==> config.mk <==
export PLATFORM = sky130hd
export DESIGN_NAME = lcd_mode_timing_controller
export DESIGN_NICKNAME = d
export VERILOG_FILES = /design/src/rtl/lmtc_pkg.sv /design/src/rtl/lcd_mode_timing_controller.sv /design/src/rtl/lmtc_mode_seq.sv
export SDC_FILE = /design/constraint.sdc
export NUM_CORES = 1
export LEC_CHECK = 0
export BUFFER_PORTS_ARGS = -buffer_cell sky130_fd_sc_hd__clkbuf_2
export CORE_MARGIN = 4
export CORE_UTILIZATION = 55
export CTS_BUF_LIST = sky130_fd_sc_hd__clkbuf_16
export CTS_CLUSTER_DIAMETER = 100
export DETAILED_ROUTE_END_ITERATION = 6
export GPL_TIMING_DRIVEN = 1
export PLACE_DENSITY = 0.76
export SLEW_MARGIN = 20
export SYNTH_ARGS = -nofsm -noshare
export SYNTH_HDL_FRONTEND = slang
export SYNTH_SLANG_ARGS = --single-unit
export TNS_END_PERCENT = 10
==> constraint.sdc <==
create_clock -name clk -period 6.1 [get_ports clk]
set_input_delay 0.915 -clock clk [delete_from_list [all_inputs] [get_ports clk]]
set_output_delay 0.915 -clock clk [all_outputs]
set_load 0.05 [all_outputs]
==> src/rtl/lmtc_pkg.sv <==
// ----------------------------------------------------------------------------
// lmtc_pkg
// Shared types and constants for the lcd mode timing controller: line timing
// limits, status source bits, mode codes and the result record.
// ----------------------------------------------------------------------------
package lmtc_pkg;

    localparam int DOT_W  = 10;
    localparam int LINE_W = 8;
    localparam int TICK_W = 8;
    localparam int STAT_W = 8;

    localparam logic [DOT_W-1:0]  DOTS_PER_LINE = DOT_W'(456);
    localparam logic [DOT_W-1:0]  OAM_END       = DOT_W'(80);
    localparam logic [DOT_W-1:0]  XFER_END      = DOT_W'(253);
    localparam logic [LINE_W-1:0] VBLANK_FIRST  = LINE_W'(144);
    localparam logic [LINE_W-1:0] LINE_WRAP     = LINE_W'(153);

    localparam logic [STAT_W-1:0] SRC_HBLANK = 8'b0000_1000;
    localparam logic [STAT_W-1:0] SRC_VBLANK = 8'b0001_0000;
    localparam logic [STAT_W-1:0] SRC_OAM    = 8'b0010_0000;
    localparam logic [STAT_W-1:0] KEEP_MASK  = 8'b0000_0100;

    localparam logic LCD_ENABLE_RESET = 1'b1;

    typedef enum logic [1:0] {
        MODE_HBLANK = 2'd0,
        MODE_VBLANK = 2'd1,
        MODE_OAM    = 2'd2,
        MODE_XFER   = 2'd3
    } mode_t;

    typedef struct packed {
        logic [LINE_W-1:0] line_number;
        mode_t             mode;
        logic [STAT_W-1:0] status_byte;
        logic              vram_open;
        logic              oam_open;
        logic              vblank_irq;
        logic              stat_irq;
        logic              render_start;
        logic              frame_done;
    } result_t;

endpackage

==> src/rtl/lcd_mode_timing_controller.sv <==
// ----------------------------------------------------------------------------
// lcd_mode_timing_controller
// Scan line mode sequencer: turns dot-count ticks into line, mode, status and
// access flags with interrupt and render pulses.
// ----------------------------------------------------------------------------
// Each accepted tick is held in an input register; its result moves to the
// output register once that is free; one tick is taken every cycle while
// the output side keeps up, and a waiting result blocks a new tick only once
// the input register is also full. The mode logic between the two registers
// is one add of the dot count and a few compares against the line limits.
// lcd_enable is written through the cfg port (always ready) and should change
// only while no tick is in flight.
module lcd_mode_timing_controller
(
    input  logic                        clk,
    input  logic                        rst_n,
    input  logic                        cfg_valid,
    output logic                        cfg_ready,
    input  logic                        lcd_enable,
    input  logic                        in_valid,
    output logic                        in_stall,
    input  logic [lmtc_pkg::TICK_W-1:0] elapsed_dots,
    output logic                        out_valid,
    input  logic                        out_stall,
    output logic [lmtc_pkg::LINE_W-1:0] line_number,
    output logic [1:0]                  mode,
    output logic [lmtc_pkg::STAT_W-1:0] status_byte,
    output logic                        vram_open,
    output logic                        oam_open,
    output logic                        vblank_irq,
    output logic                        stat_irq,
    output logic                        render_start,
    output logic                        frame_done
);

    logic                        s1_valid_reg;
    logic [lmtc_pkg::TICK_W-1:0] dots_reg;
    logic                        s2_valid_reg;
    lmtc_pkg::result_t           res_reg;
    lmtc_pkg::result_t           res_next;
    logic                        s1_move;
    logic                        in_fire;

    assign cfg_ready = 1'b1;
    assign s1_move   = s1_valid_reg && (!s2_valid_reg || !out_stall);
    assign in_stall  = s1_valid_reg && !s1_move;
    assign in_fire   = in_valid && !in_stall;

    lmtc_mode_seq u_seq
    (
        .clk        (clk),
        .rst_n      (rst_n),
        .step       (s1_move),
        .dots       (dots_reg),
        .cfg_we     (cfg_valid && cfg_ready),
        .cfg_enable (lcd_enable),
        .res        (res_next)
    );

    // input register
    always_ff @(posedge clk or negedge rst_n)
    begin
        if (!rst_n)
        begin
            s1_valid_reg <= 1'b0;
        end
        else if (in_fire)
        begin
            s1_valid_reg <= 1'b1;
        end
        else if (s1_move)
        begin
            s1_valid_reg <= 1'b0;
        end
    end

    always_ff @(posedge clk)
    begin
        if (in_fire)
        begin
            dots_reg <= elapsed_dots;
        end
    end

    // result register
    always_ff @(posedge clk or negedge rst_n)
    begin
        if (!rst_n)
        begin
            s2_valid_reg <= 1'b0;
        end
        else if (s1_move)
        begin
            s2_valid_reg <= 1'b1;
        end
        else if (!out_stall)
        begin
            s2_valid_reg <= 1'b0;
        end
    end

    always_ff @(posedge clk)
    begin
        if (s1_move)
        begin
            res_reg <= res_next;
        end
    end

    assign out_valid    = s2_valid_reg;
    assign line_number  = res_reg.line_number;
    assign mode         = res_reg.mode;
    assign status_byte  = res_reg.status_byte;
    assign vram_open    = res_reg.vram_open;
    assign oam_open     = res_reg.oam_open;
    assign vblank_irq   = res_reg.vblank_irq;
    assign stat_irq     = res_reg.stat_irq;
    assign render_start = res_reg.render_start;
    assign frame_done   = res_reg.frame_done;

    a_render_in_xfer: assert property (@(posedge clk) disable iff (!rst_n)
        out_valid && render_start |-> stat_irq && mode == lmtc_pkg::MODE_XFER)
        else $error("render start outside transfer entry");

    a_vblank_mode: assert property (@(posedge clk) disable iff (!rst_n)
        out_valid && vblank_irq |-> stat_irq && mode == lmtc_pkg::MODE_VBLANK)
        else $error("vblank pulse without vblank entry");

    a_frame_line: assert property (@(posedge clk) disable iff (!rst_n)
        out_valid && frame_done |-> line_number == '0 && mode == lmtc_pkg::MODE_VBLANK)
        else $error("frame done with nonzero line");

    a_vram_closed: assert property (@(posedge clk) disable iff (!rst_n)
        out_valid && !vram_open |-> mode == lmtc_pkg::MODE_XFER && !oam_open)
        else $error("vram closed outside transfer");

    a_oam_closed: assert property (@(posedge clk) disable iff (!rst_n)
        out_valid && !oam_open |-> mode == lmtc_pkg::MODE_OAM || mode == lmtc_pkg::MODE_XFER)
        else $error("oam closed outside oam search or transfer");

endmodule

==> src/rtl/lmtc_mode_seq.sv <==
// ----------------------------------------------------------------------------
// lmtc_mode_seq
// Line timing state (dot counter, line, status, access flags, enable) and the
// single-pass next-state logic that sequences the modes for one tick.
// ----------------------------------------------------------------------------
module lmtc_mode_seq
(
    input  logic                          clk,
    input  logic                          rst_n,
    input  logic                          step,
    input  logic [lmtc_pkg::TICK_W-1:0]   dots,
    input  logic                          cfg_we,
    input  logic                          cfg_enable,
    output lmtc_pkg::result_t             res
);

    logic [lmtc_pkg::DOT_W-1:0]  dot_counter_reg, dot_counter_next;
    logic [lmtc_pkg::LINE_W-1:0] line_reg, line_next;
    logic [lmtc_pkg::STAT_W-1:0] status_reg, status_next;
    logic                        vram_reg, vram_next;
    logic                        oam_reg, oam_next;
    logic                        enable_reg;

    logic [lmtc_pkg::DOT_W-1:0]  sum;
    logic [lmtc_pkg::LINE_W-1:0] line_adv;
    lmtc_pkg::mode_t             cur_mode;
    logic                        vb, st, rs, fd;

    assign sum      = dot_counter_reg + {{(lmtc_pkg::DOT_W-lmtc_pkg::TICK_W){1'b0}}, dots};
    assign cur_mode = lmtc_pkg::mode_t'(status_reg[1:0]);

    always_comb
    begin
        dot_counter_next = dot_counter_reg;
        line_next        = line_reg;
        status_next      = status_reg;
        vram_next        = vram_reg;
        oam_next         = oam_reg;
        line_adv         = line_reg;
        vb               = 1'b0;
        st               = 1'b0;
        rs               = 1'b0;
        fd               = 1'b0;
        if (enable_reg)
        begin
            dot_counter_next = sum;
            if (line_reg >= lmtc_pkg::VBLANK_FIRST)
            begin
                if (cur_mode != lmtc_pkg::MODE_VBLANK)
                begin
                    status_next = (status_reg & lmtc_pkg::KEEP_MASK)
                                | {6'b0, lmtc_pkg::MODE_VBLANK} | lmtc_pkg::SRC_VBLANK;
                    vram_next   = 1'b1;
                    oam_next    = 1'b1;
                    vb          = 1'b1;
                    st          = 1'b1;
                end
                if (sum >= lmtc_pkg::DOTS_PER_LINE)
                begin
                    dot_counter_next = sum - lmtc_pkg::DOTS_PER_LINE;
                    line_adv         = line_reg + 8'd1;
                end
                line_next = line_adv;
                if (line_adv == lmtc_pkg::LINE_WRAP)
                begin
                    line_next = '0;
                    fd        = 1'b1;
                end
            end
            else if (sum < lmtc_pkg::OAM_END)
            begin
                if (cur_mode != lmtc_pkg::MODE_OAM)
                begin
                    status_next = (status_reg & lmtc_pkg::KEEP_MASK)
                                | {6'b0, lmtc_pkg::MODE_OAM} | lmtc_pkg::SRC_OAM;
                    vram_next   = 1'b1;
                    oam_next    = 1'b0;
                    st          = 1'b1;
                end
            end
            else if (sum < lmtc_pkg::XFER_END)
            begin
                if (cur_mode != lmtc_pkg::MODE_XFER)
                begin
                    status_next = (status_reg & lmtc_pkg::KEEP_MASK)
                                | {6'b0, lmtc_pkg::MODE_XFER} | lmtc_pkg::SRC_HBLANK;
                    vram_next   = 1'b0;
                    oam_next    = 1'b0;
                    st          = 1'b1;
                    rs          = 1'b1;
                end
            end
            else if (sum < lmtc_pkg::DOTS_PER_LINE)
            begin
                if (cur_mode != lmtc_pkg::MODE_HBLANK)
                begin
                    status_next = (status_reg & lmtc_pkg::KEEP_MASK)
                                | {6'b0, lmtc_pkg::MODE_HBLANK} | lmtc_pkg::SRC_HBLANK;
                    vram_next   = 1'b1;
                    oam_next    = 1'b1;
                    st          = 1'b1;
                end
            end
            else
            begin
                // visible line wrap, no mode entry
                dot_counter_next = sum - lmtc_pkg::DOTS_PER_LINE;
                line_next        = line_reg + 8'd1;
            end
        end
    end

    always_ff @(posedge clk or negedge rst_n)
    begin
        if (!rst_n)
        begin
            dot_counter_reg <= '0;
            line_reg        <= '0;
            status_reg      <= '0;
            vram_reg        <= 1'b1;
            oam_reg         <= 1'b1;
            enable_reg      <= lmtc_pkg::LCD_ENABLE_RESET;
        end
        else
        begin
            if (step)
            begin
                dot_counter_reg <= dot_counter_next;
                line_reg        <= line_next;
                status_reg      <= status_next;
                vram_reg        <= vram_next;
                oam_reg         <= oam_next;
            end
            if (cfg_we)
            begin
                enable_reg <= cfg_enable;
            end
        end
    end

    always_comb
    begin
        res.line_number  = line_next;
        res.mode         = lmtc_pkg::mode_t'(status_next[1:0]);
        res.status_byte  = status_next;
        res.vram_open    = vram_next;
        res.oam_open     = oam_next;
        res.vblank_irq   = vb;
        res.stat_irq     = st;
        res.render_start = rs;
        res.frame_done   = fd;
    end

endmodule

## After elaboration in Yosys (flattened, before gate mapping)

Cells that the tools add are included.

- Output and inout port bits: 27
- Logic and storage cells: 100
- Register bits: 63
- Input port bits: 14

- $lt $le $gt $ge: 5
- Add/subtract/negate cells: 3
- Equal/unequal tests: 5
- Reductions and logical operators: 13
- Bitwise operators: 2
- Mux-type cells: 54

Operator list:

| cell | count |
|---|---|
| 8-bit 2-to-1 mux | 18 |
| 10-bit 2-to-1 mux | 5 |
| 1-bit 2-to-1 mux | 31 |
| 10-bit by 8-bit adder with 10-bit output | 1 |
| 10-bit by 9-bit greater-or-equal comparator with 1-bit output (second input constant) | 1 |
| 10-bit by 7-bit < comparator with 1-bit output (second input constant) | 1 |
| 10-bit by 8-bit < comparator with 1-bit output (second input constant) | 1 |
| 10-bit by 9-bit < comparator with 1-bit output (second input constant) | 1 |
| 10-bit by 9-bit subtractor with 10-bit output (second input constant) | 1 |
| 8-bit by 1-bit adder with 8-bit output (second input constant) | 1 |
| 8-bit == test (second input constant) | 1 |
| 8-bit greater-or-equal comparator (second input constant) | 1 |
| 1-bit zero test | 4 |
| 2-bit by 1-bit != test with 1-bit output (second input constant) | 2 |
| 2-bit != test (second input constant) | 2 |
| 2-bit AND reduction | 2 |
| 2-bit nonzero test | 2 |
| 4-bit OR reduction | 1 |
| 1-bit logical AND | 3 |
| 1-bit NOT | 2 |
| 1-bit logical OR | 1 |

## Depth between registers and ports, before layout

Gate-level depths: netlist (run 1).

- Depth in word-level cells: 9
- Depth in mapped cells: 13

## By module

From an unflattened synthesis (run 1), not the netlist that was laid out.

- Cells, all modules: 366
- Area, all modules: 3684.8 µm²

Modules (own cells, without submodules):

| module | times used | sequential area each (µm²) | cells each | area each (µm²) |
|---|---|---|---|---|
| lmtc_mode_seq | 1 | 704.4 | 324 | 2620.0 |
| lcd_mode_timing_controller | 1 | 1011.0 | 42 | 1064.8 |

## Worst setup path before layout (run 1)

No wires, ideal clock.

- Kind: flip-flop to flip-flop
- Start: reg dots_reg[0] in the netlist's numbering
- End: reg res_reg, in the netlist line_number[6] (data pin)
- Stages on the path, launching flop included: 14
- Arrival time: 3006 ps
- Buffers on the path: 1
- Path slack: 2828 ps
- Path through: edfxtp_1 -> ha_1 -> fa_1 -> a211oi_2 -> nor2_2 -> xnor2_4 -> ha_1 -> nand3_1 -> o311ai_0 -> a31o_1 -> buf_2 -> nand2_1 -> nor3_1 -> xor2_1

RTL lines:

| element | RTL line | source |
|---|---|---|
| start, declared | lcd_mode_timing_controller.sv:37 | `logic [lmtc_pkg::TICK_W-1:0] dots_reg;` |
| start signal, assigned | lcd_mode_timing_controller.sv:81 | `dots_reg <= elapsed_dots;` |
| end signal, assigned | lcd_mode_timing_controller.sv:106 | `res_reg <= res_next;` |
| end, declared | lcd_mode_timing_controller.sv:39 | `lmtc_pkg::result_t res_reg;` |

==> key figures, run 1 <==
Place
  • Placed cell count: around 480
  • GP Congestion: 0.939
  • IO buf count: 38
  • Hpwl dp: roughly 5400 um

GRT
  • Overflow after GRT: 0
  • Total global-route track usage: 20.0%
  • Largest net degree at the start of global routing: 31
  • Vias in the first global route: 2753
  • First-pass GRT wire length: 13300 um
  • Initial antenna violation count: 0

Final layout
  • Max FFs per register: 10
  • Share of layout cells above drive strength 1: ~18%
  • Final std cells w/o fill: 492
  • Antenna Cells: 0
  • Nets: 437
  • Area Growth Syn to Fin: 12.1%
  • Core Util, Final: 64.6%

Power
  • VDD IR-drop max: 0.309 mV
  • Net Sw Frac: 46.2%
  • Clock power share: 18.4%
  • Leak Pwr: 1.71 nW
  • Power Density: around 620 mW/mm^2
  • Int Pwr: 1.38 mW
  • Sw Pwr: 1.19 mW
  • Sequential power share: 26.3%
  • Comb pwr share: about 55%

Synth
  • Synth async-reset ratio: approximately half
  • Syn Area/Cell: 9.66 um^2
  • Mapped cell area: 0.00372 mm^2
  • Part of the Yosys area used for sequential elements: 43.7%
  • Yosys top cell area share: 23.4%
  • Synth Warn #: 0
  • Post-Synthesis Cells: 385
  • EDFF count, synth: 29
  • Synth area leaders: edfxtp_1 23%, dfrtp_1 18%, nand2_1 5.4%
  • Post-synth net total: 412
  • Synth Flop Type: edfxtp_1
  • Synth cell types: 73
  • Synth Register Bits: 59
  • Largest area contributor in the netlist: edfxtp_1

Critical path
  • Critical path, cell by cell: ha_1, fa_1, a211oi_2, nor2_2, xnor2_4, ha_1, nand3_1, o311ai_0, a31o_1, and2_0, nand2_1, xnor2_1
  • WP data arrival: 3840 ps
  • CP Max Fanout: 13
  • R2R setup slack: 2330 ps
  • CP top delay family: compound AO/OA/AOI/OAI gates
  • FF-to-FF Start: dots_reg[0]$_DFFE_PP_
  • CP dominant cell by count: ha_1
  • CP Data Required Time: 6170 ps
  • CP Capture Type: register
  • R2R Path End: line_number[2]$_DFFE_PP_
  • CP Class: register to register
  • CP startpoint kind: register
  • Depth of the worst register-to-register path: 12
  • CP max-delay cell: a31o_1
  • Worst path max stage delay: approximately 470 ps
  • Crit path buf inv count: 0

Timing
  • Final setup TNS: 0 ps
  • Worst slew pin tran: 911 ps
  • # setup viols final: 0
  • Fmax: 265 MHz
  • Worst rel slew slack: 39.3%
  • Min cycle time layout: 3770 ps
  • Setup Skew: approximately 4.7 ps
  • Count of final max-slew check failures: 0
  • Final Hold Fails: 0
  • Fin crit share: 61.8%
  • RSZ-0062 raised after global routing: false

Clock tree
  • Clock Path Buffers: 2
  • CTS tree: done
  • Clock root cell: clkbuf_16
  • Resize count post-CTS: 0
  • CTS buffer count: 9
  • Clock Latency Late Sink: 330 ps
  • Setup Buffers After CTS: 0
  • Clk sinks: 59
  • Hold buffer count at cts: 0
  • Clock-pin slew on the worst setup and hold paths: around 50 ps
  • CTS HTree Levels: 3

Route
  • Via count of the routed design: 2954
  • Antenna Nets Post-Route: 0
  • Drt via density: 6.00
  • Detailed Route WL: between 7000 and 8000 um
  • Initial DRC count: 168
  • First-pass DRT Iterations: 5
  • Routed WL per cell: 15.9 um
  • DRC: 0

Hold path
  • Worst Hold Class: register to register
  • Worst Hold Launch: u_seq.status_reg[6]$_DFFE_PN0P_
  • Hold Path Depth: 2
  • Worst Hold End: u_seq.status_reg[6]$_DFFE_PN0P_

Floorplanning
  • Die X: 90.2 um
  • Rows: 29
  • Initial Util: between 50% and 60%
  • Core area: 0.00646 mm^2
  • Die Y: 90.2 um
  • Die area: 0.00814 mm^2
  • I/O pins: 41

Run status
  • Status: finished, final reports clean

Run
  • Max-cap viol count: 0
## area by class of cell
type	instances	area, um^2
Clock buffer	9	225
Clock inverter	7	53.8
Fill cell	535	2290
Inverter	14	52.6
Multi-Input combinational cell	287	1920
Sequential cell	59	1630
Tap cell	77	96.3
Timing Repair Buffer	39	198
## worst reg2reg max path, cell delays in order (launching register included)
cell and delay, ps:
edfxtp_1 370, ha_1 270, fa_1 430, a211oi_2 330
nor2_2 120, xnor2_4 280, ha_1 200, nand3_1 90
o311ai_0 370, a31o_1 470, and2_0 340, nand2_1 110
xnor2_1 130
## stage by stage
step / hold slack (ps) / power [mW] / setup slack, ps / cell area (um^2)
6_report: 487 / 2.57 / 2330 / 4170
5_1_grt: 516 / 2.74 / 2130 / 4170
3_5_place_dp: 477 / 2.07 / 2400 / 3890
4_1_cts: 487 / 2.57 / 2340 / 4170
2_1_floorplan: 450 / 1.84 / 2830 / 3720
3_3_place_gp: 464 / 2.04 / 2510 / 3890
## power by group through the flow
stage	Combinational, mW	Sequential [mW]	Clock, mW
floorplan	1.08	0.761	0
global placement	1.37	0.673	0
detailed placement	1.39	0.679	0
CTS	1.41	0.675	0.482
global route	1.55	0.694	0.499
finish	1.42	0.675	0.474
## kinds of logic (layout without fill, tap and decap cells)
family	Yosys count	after routing	share of synthesized area, %
simple gates	141	141	18.5
compound gates	106	106	21.1
flops	59	59	43.7
buf+inv	39	69	4.68
xor+xnor	21	21	6.16
fa+ha+maj	13	13	4.57
mux	4	4	1.11
other cells	2	2	0.202
## Yosys cell counts (5+ instances only)
cell type and number:
nand2_1 54, edfxtp_1 29, dfrtp_1 27, o21ai_0 26, nor2_1 20, clkbuf_1 16
nand3_1 15, a21oi_1 14, xnor2_1 14, ha_1 12, inv_1 12, o211ai_1 11
nor3_1 10, nand2b_1 7, or3_1 6, a31oi_1 5, and2_1 5, o21a_1 5
## worst max-delay path by stage
stage,start,to,cells past startpoint
6_report,dots_reg[0]$_DFFE_PP_,line_number[2]$_DFFE_PP_,12
2_1_floorplan,dots_reg[0]$_DFFE_PP_,line_number[6]$_DFFE_PP_,13
5_1_grt,dots_reg[0]$_DFFE_PP_,line_number[2]$_DFFE_PP_,12
3_5_place_dp,dots_reg[0]$_DFFE_PP_,line_number[5]$_DFFE_PP_,12
4_1_cts,u_seq.dot_counter_reg[0]$_DFFE_PN0P_,line_number[2]$_DFFE_PP_,12
3_3_place_gp,dots_reg[0]$_DFFE_PP_,line_number[5]$_DFFE_PP_,12
## layout by cell type, fill, tap and decap left out, types with 4 or more instances in the layout
master and n:
nor2_1 20, a22o_1 4, xor2_1 4, o21ai_1 4, nand2_1 54, nor3_1 10
a21oi_1 14, o21a_1 5, o211ai_1 11, ha_1 12, edfxtp_1 29, o21ai_0 26
clkinv_1 4, inv_1 14, and2_1 5, nand3_1 15, dfrtp_1 27, clkbuf_2 38
xnor2_1 14, nand2b_1 7, or3_1 6, clkbuf_16 9, a31oi_1 5
## per-layer routing
metal | vias up | track usage, % | share of wire (%)
met1 | 1401 | 25.8 | 45
met3 | 11 | 5.68 | 5.5
met5 | - | 0 | 0
li1 | 1446 | - | -
met2 | 96 | 32.6 | 48
met4 | 0 | 6.25 | 1.0
(Power assumes the default switching activity.)
==> run 2: changes to the inputs <==
- CORE_UTILIZATION: 55 -> 53
- clock period: 6.1 -> 3.3 ns (I/O delays scaled with it)
==> run 2 against run 1 <==
  * Total power grew 110%
  * Core utilization increased by 1.6 points
  * Maximum frequency increased by 16%
  * Non-clock buffer count grew 24
  * First-iteration DRC count is 20% higher
  * Hold slack worse by 220 ps
  * Die area grew 3.4%
  * Final cell count grew 8.9%
  * Critical path type unchanged
  * Largest cell class unchanged
==> key figures, run 2 (synthesized netlist as in run 1, its figures left out) <==
Run status
  • Status: finished, final reports clean

Clock tree
  • Clock-pin slew on the worst setup and hold paths: 50 ps
  • Clock Latency Late Sink: 320 ps
  • CTS buffer count: 9
  • Clock Path Buffers: 2
  • Clk sinks: 59
  • Clock root cell: clkbuf_16
  • CTS tree: done
  • CTS HTree Levels: 3
  • Hold buffer count at cts: 0

Final layout
  • Nets: 462
  • Max FFs per register: 10
  • Commonest non-fill, non-tap cell in the layout: nand2_1
  • Area Growth Syn to Fin: 20.9%
  • Core Util, Final: 66.2%
  • Most frequent cells in the layout: 54 x nand2_1, 38 x clkbuf_2, 29 x edfxtp_1, 27 x dfrtp_1, 26 x o21ai_0
  • Share of layout cells above drive strength 1: 25.7%
  • Antenna Cells: 0

Timing
  • # setup viols final: 0
  • Fmax: 308 MHz
  • Setup ws final: 54.9 ps
  • Worst slew pin tran: 822 ps
  • RSZ-0062 raised after global routing: true
  • Min cycle time layout: 3250 ps
  • Setup Skew: 3.78 ps
  • Worst rel slew slack: 45.2%
  • Fin crit share: 98.3%
  • Count of final max-slew check failures: 0
  • Final Hold Fails: 0

GRT
  • Total global-route track usage: 20.1%
  • Largest net degree at the start of global routing: 31
  • First-pass GRT wire length: 13500 um
  • Initial antenna violation count: 0
  • Vias in the first global route: 2913
  • Overflow after GRT: 0

Hold path
  • Worst Hold Class: input port to asynchronous set/reset pin

Critical path
  • CP Data Required Time: 3530 ps
  • CP max-delay cell: or4_1
  • Crit. Startpoint: dots_reg[0]$_DFFE_PP_
  • Crit path buf inv count: 3
  • CP Class: register to register
  • FF-to-FF Start: dots_reg[0]$_DFFE_PP_
  • CP startpoint kind: register
  • Critical path, cell by cell: ha_2, fa_2, a211oi_4, buf_4, o21a_1, nor3_2, buf_4, a211oi_4, a21oi_2, buf_12, and2_1, or4_1, a32oi_1
  • WP data arrival: 3480 ps
  • CP Max Fanout: 11
  • CP Capture Type: register
  • Worst path max stage delay: 460 ps
  • CP top delay family: compound AO/OA/AOI/OAI gates

Floorplanning
  • Die X: 91.8 um
  • Rows: 30
  • I/O pins: 41
  • Initial Util: 54.8%
  • Die area: 0.00842 mm^2
  • Die Y: 91.8 um
  • Core area: 0.00679 mm^2

Place
  • Hpwl dp: between 5000 and 6000 um
  • IO buf count: 38
  • GP Congestion: 0.855
  • Pre-CTS setup slack: -142 ps

Power
  • Leak Pwr: 1.86 nW
  • VDD IR-drop max: 0.592 mV
  • Power Density: 1210 mW/mm^2

Route
  • Via count of the routed design: 3141
  • Initial DRC count: approximately 200
  • DRC: 0
  • Detailed Route WL: 8500 um
  • Antenna Nets Post-Route: 0
  • Drt via density: 5.86
  • Routed WL per cell: 15.9 um
  • First-pass DRT Iterations: 5

Run
  • Max-cap viol count: 0
==> run 2: through the flow <==
stage               TNS [ps]  hold WS [ps]  area, um^2  power [mW]  cells
finish                     0           265        4500        5.46    536
global route            -676           333        4500        5.81    536
CTS                    -40.4           293        4340        5.05    528
detailed placement      -912           470        4060        4.14    512
global placement           0           463        4060        4.07    512
floorplan                  0           199        3720        3.39    385
==> run 2: worst paths after layout <==
path / end / slack, ps / depth (start not counted)
setup / recovery: u_seq.line_reg[3]$_DFFE_PN0P_ / 50 / 13
hold reg to reg: u_seq.dot_counter_reg[0]$_DFFE_PN0P_ / 480 / 2
hold / removal: s1_valid_reg$_DFFE_PN0P_ / 270 / 1
min in group clk: dots_reg[5]$_DFFE_PP_ / 350 / 1
setup reg to reg: u_seq.line_reg[3]$_DFFE_PN0P_ / 50 / 13
max in group asynchronous: u_seq.line_reg[0]$_DFFE_PN0P_ / 2520 / 1
==> run 2: power breakdown <==
part | internal (mW) | switching (mW) | total [mW] | leakage, nW
logic | 1.40 | 1.94 | 3.34 | 1.07
registers | 1.05 | 0.197 | 1.24 | 0.642
clock network | 0.568 | 0.308 | 0.876 | 0.152
==> run 2: cell type report <==
type                            count  area, um^2
Clock inverter                      7        53.8
Fill cell                         497        2300
Sequential cell                    59        1630
Timing Repair Buffer               63         394
Tap cell                           96         120
Clock buffer                        9         225
Multi-Input combinational cell    288        2030
Inverter                           14        52.6
==> run 2: layer usage <==
metal  routed length [um]  share of wire (%)  global-route usage [%]  up-vias
li1                     -                  -                       -     1491
met3                  571                6.7                    4.59       16
met5                    0                  0                       0        -
met1                 3700                 43                    25.8     1491
met2                 4080                 48                    32.4      143
met4                  147                1.7                    8.66        0
==> run 2: what timing repair did <==
action,CTS,global route
endpoints found under the setup margin,15,30
cloned,0,1
setup buffers,0,7
gates resized for setup,4,19
pin swaps,0,10
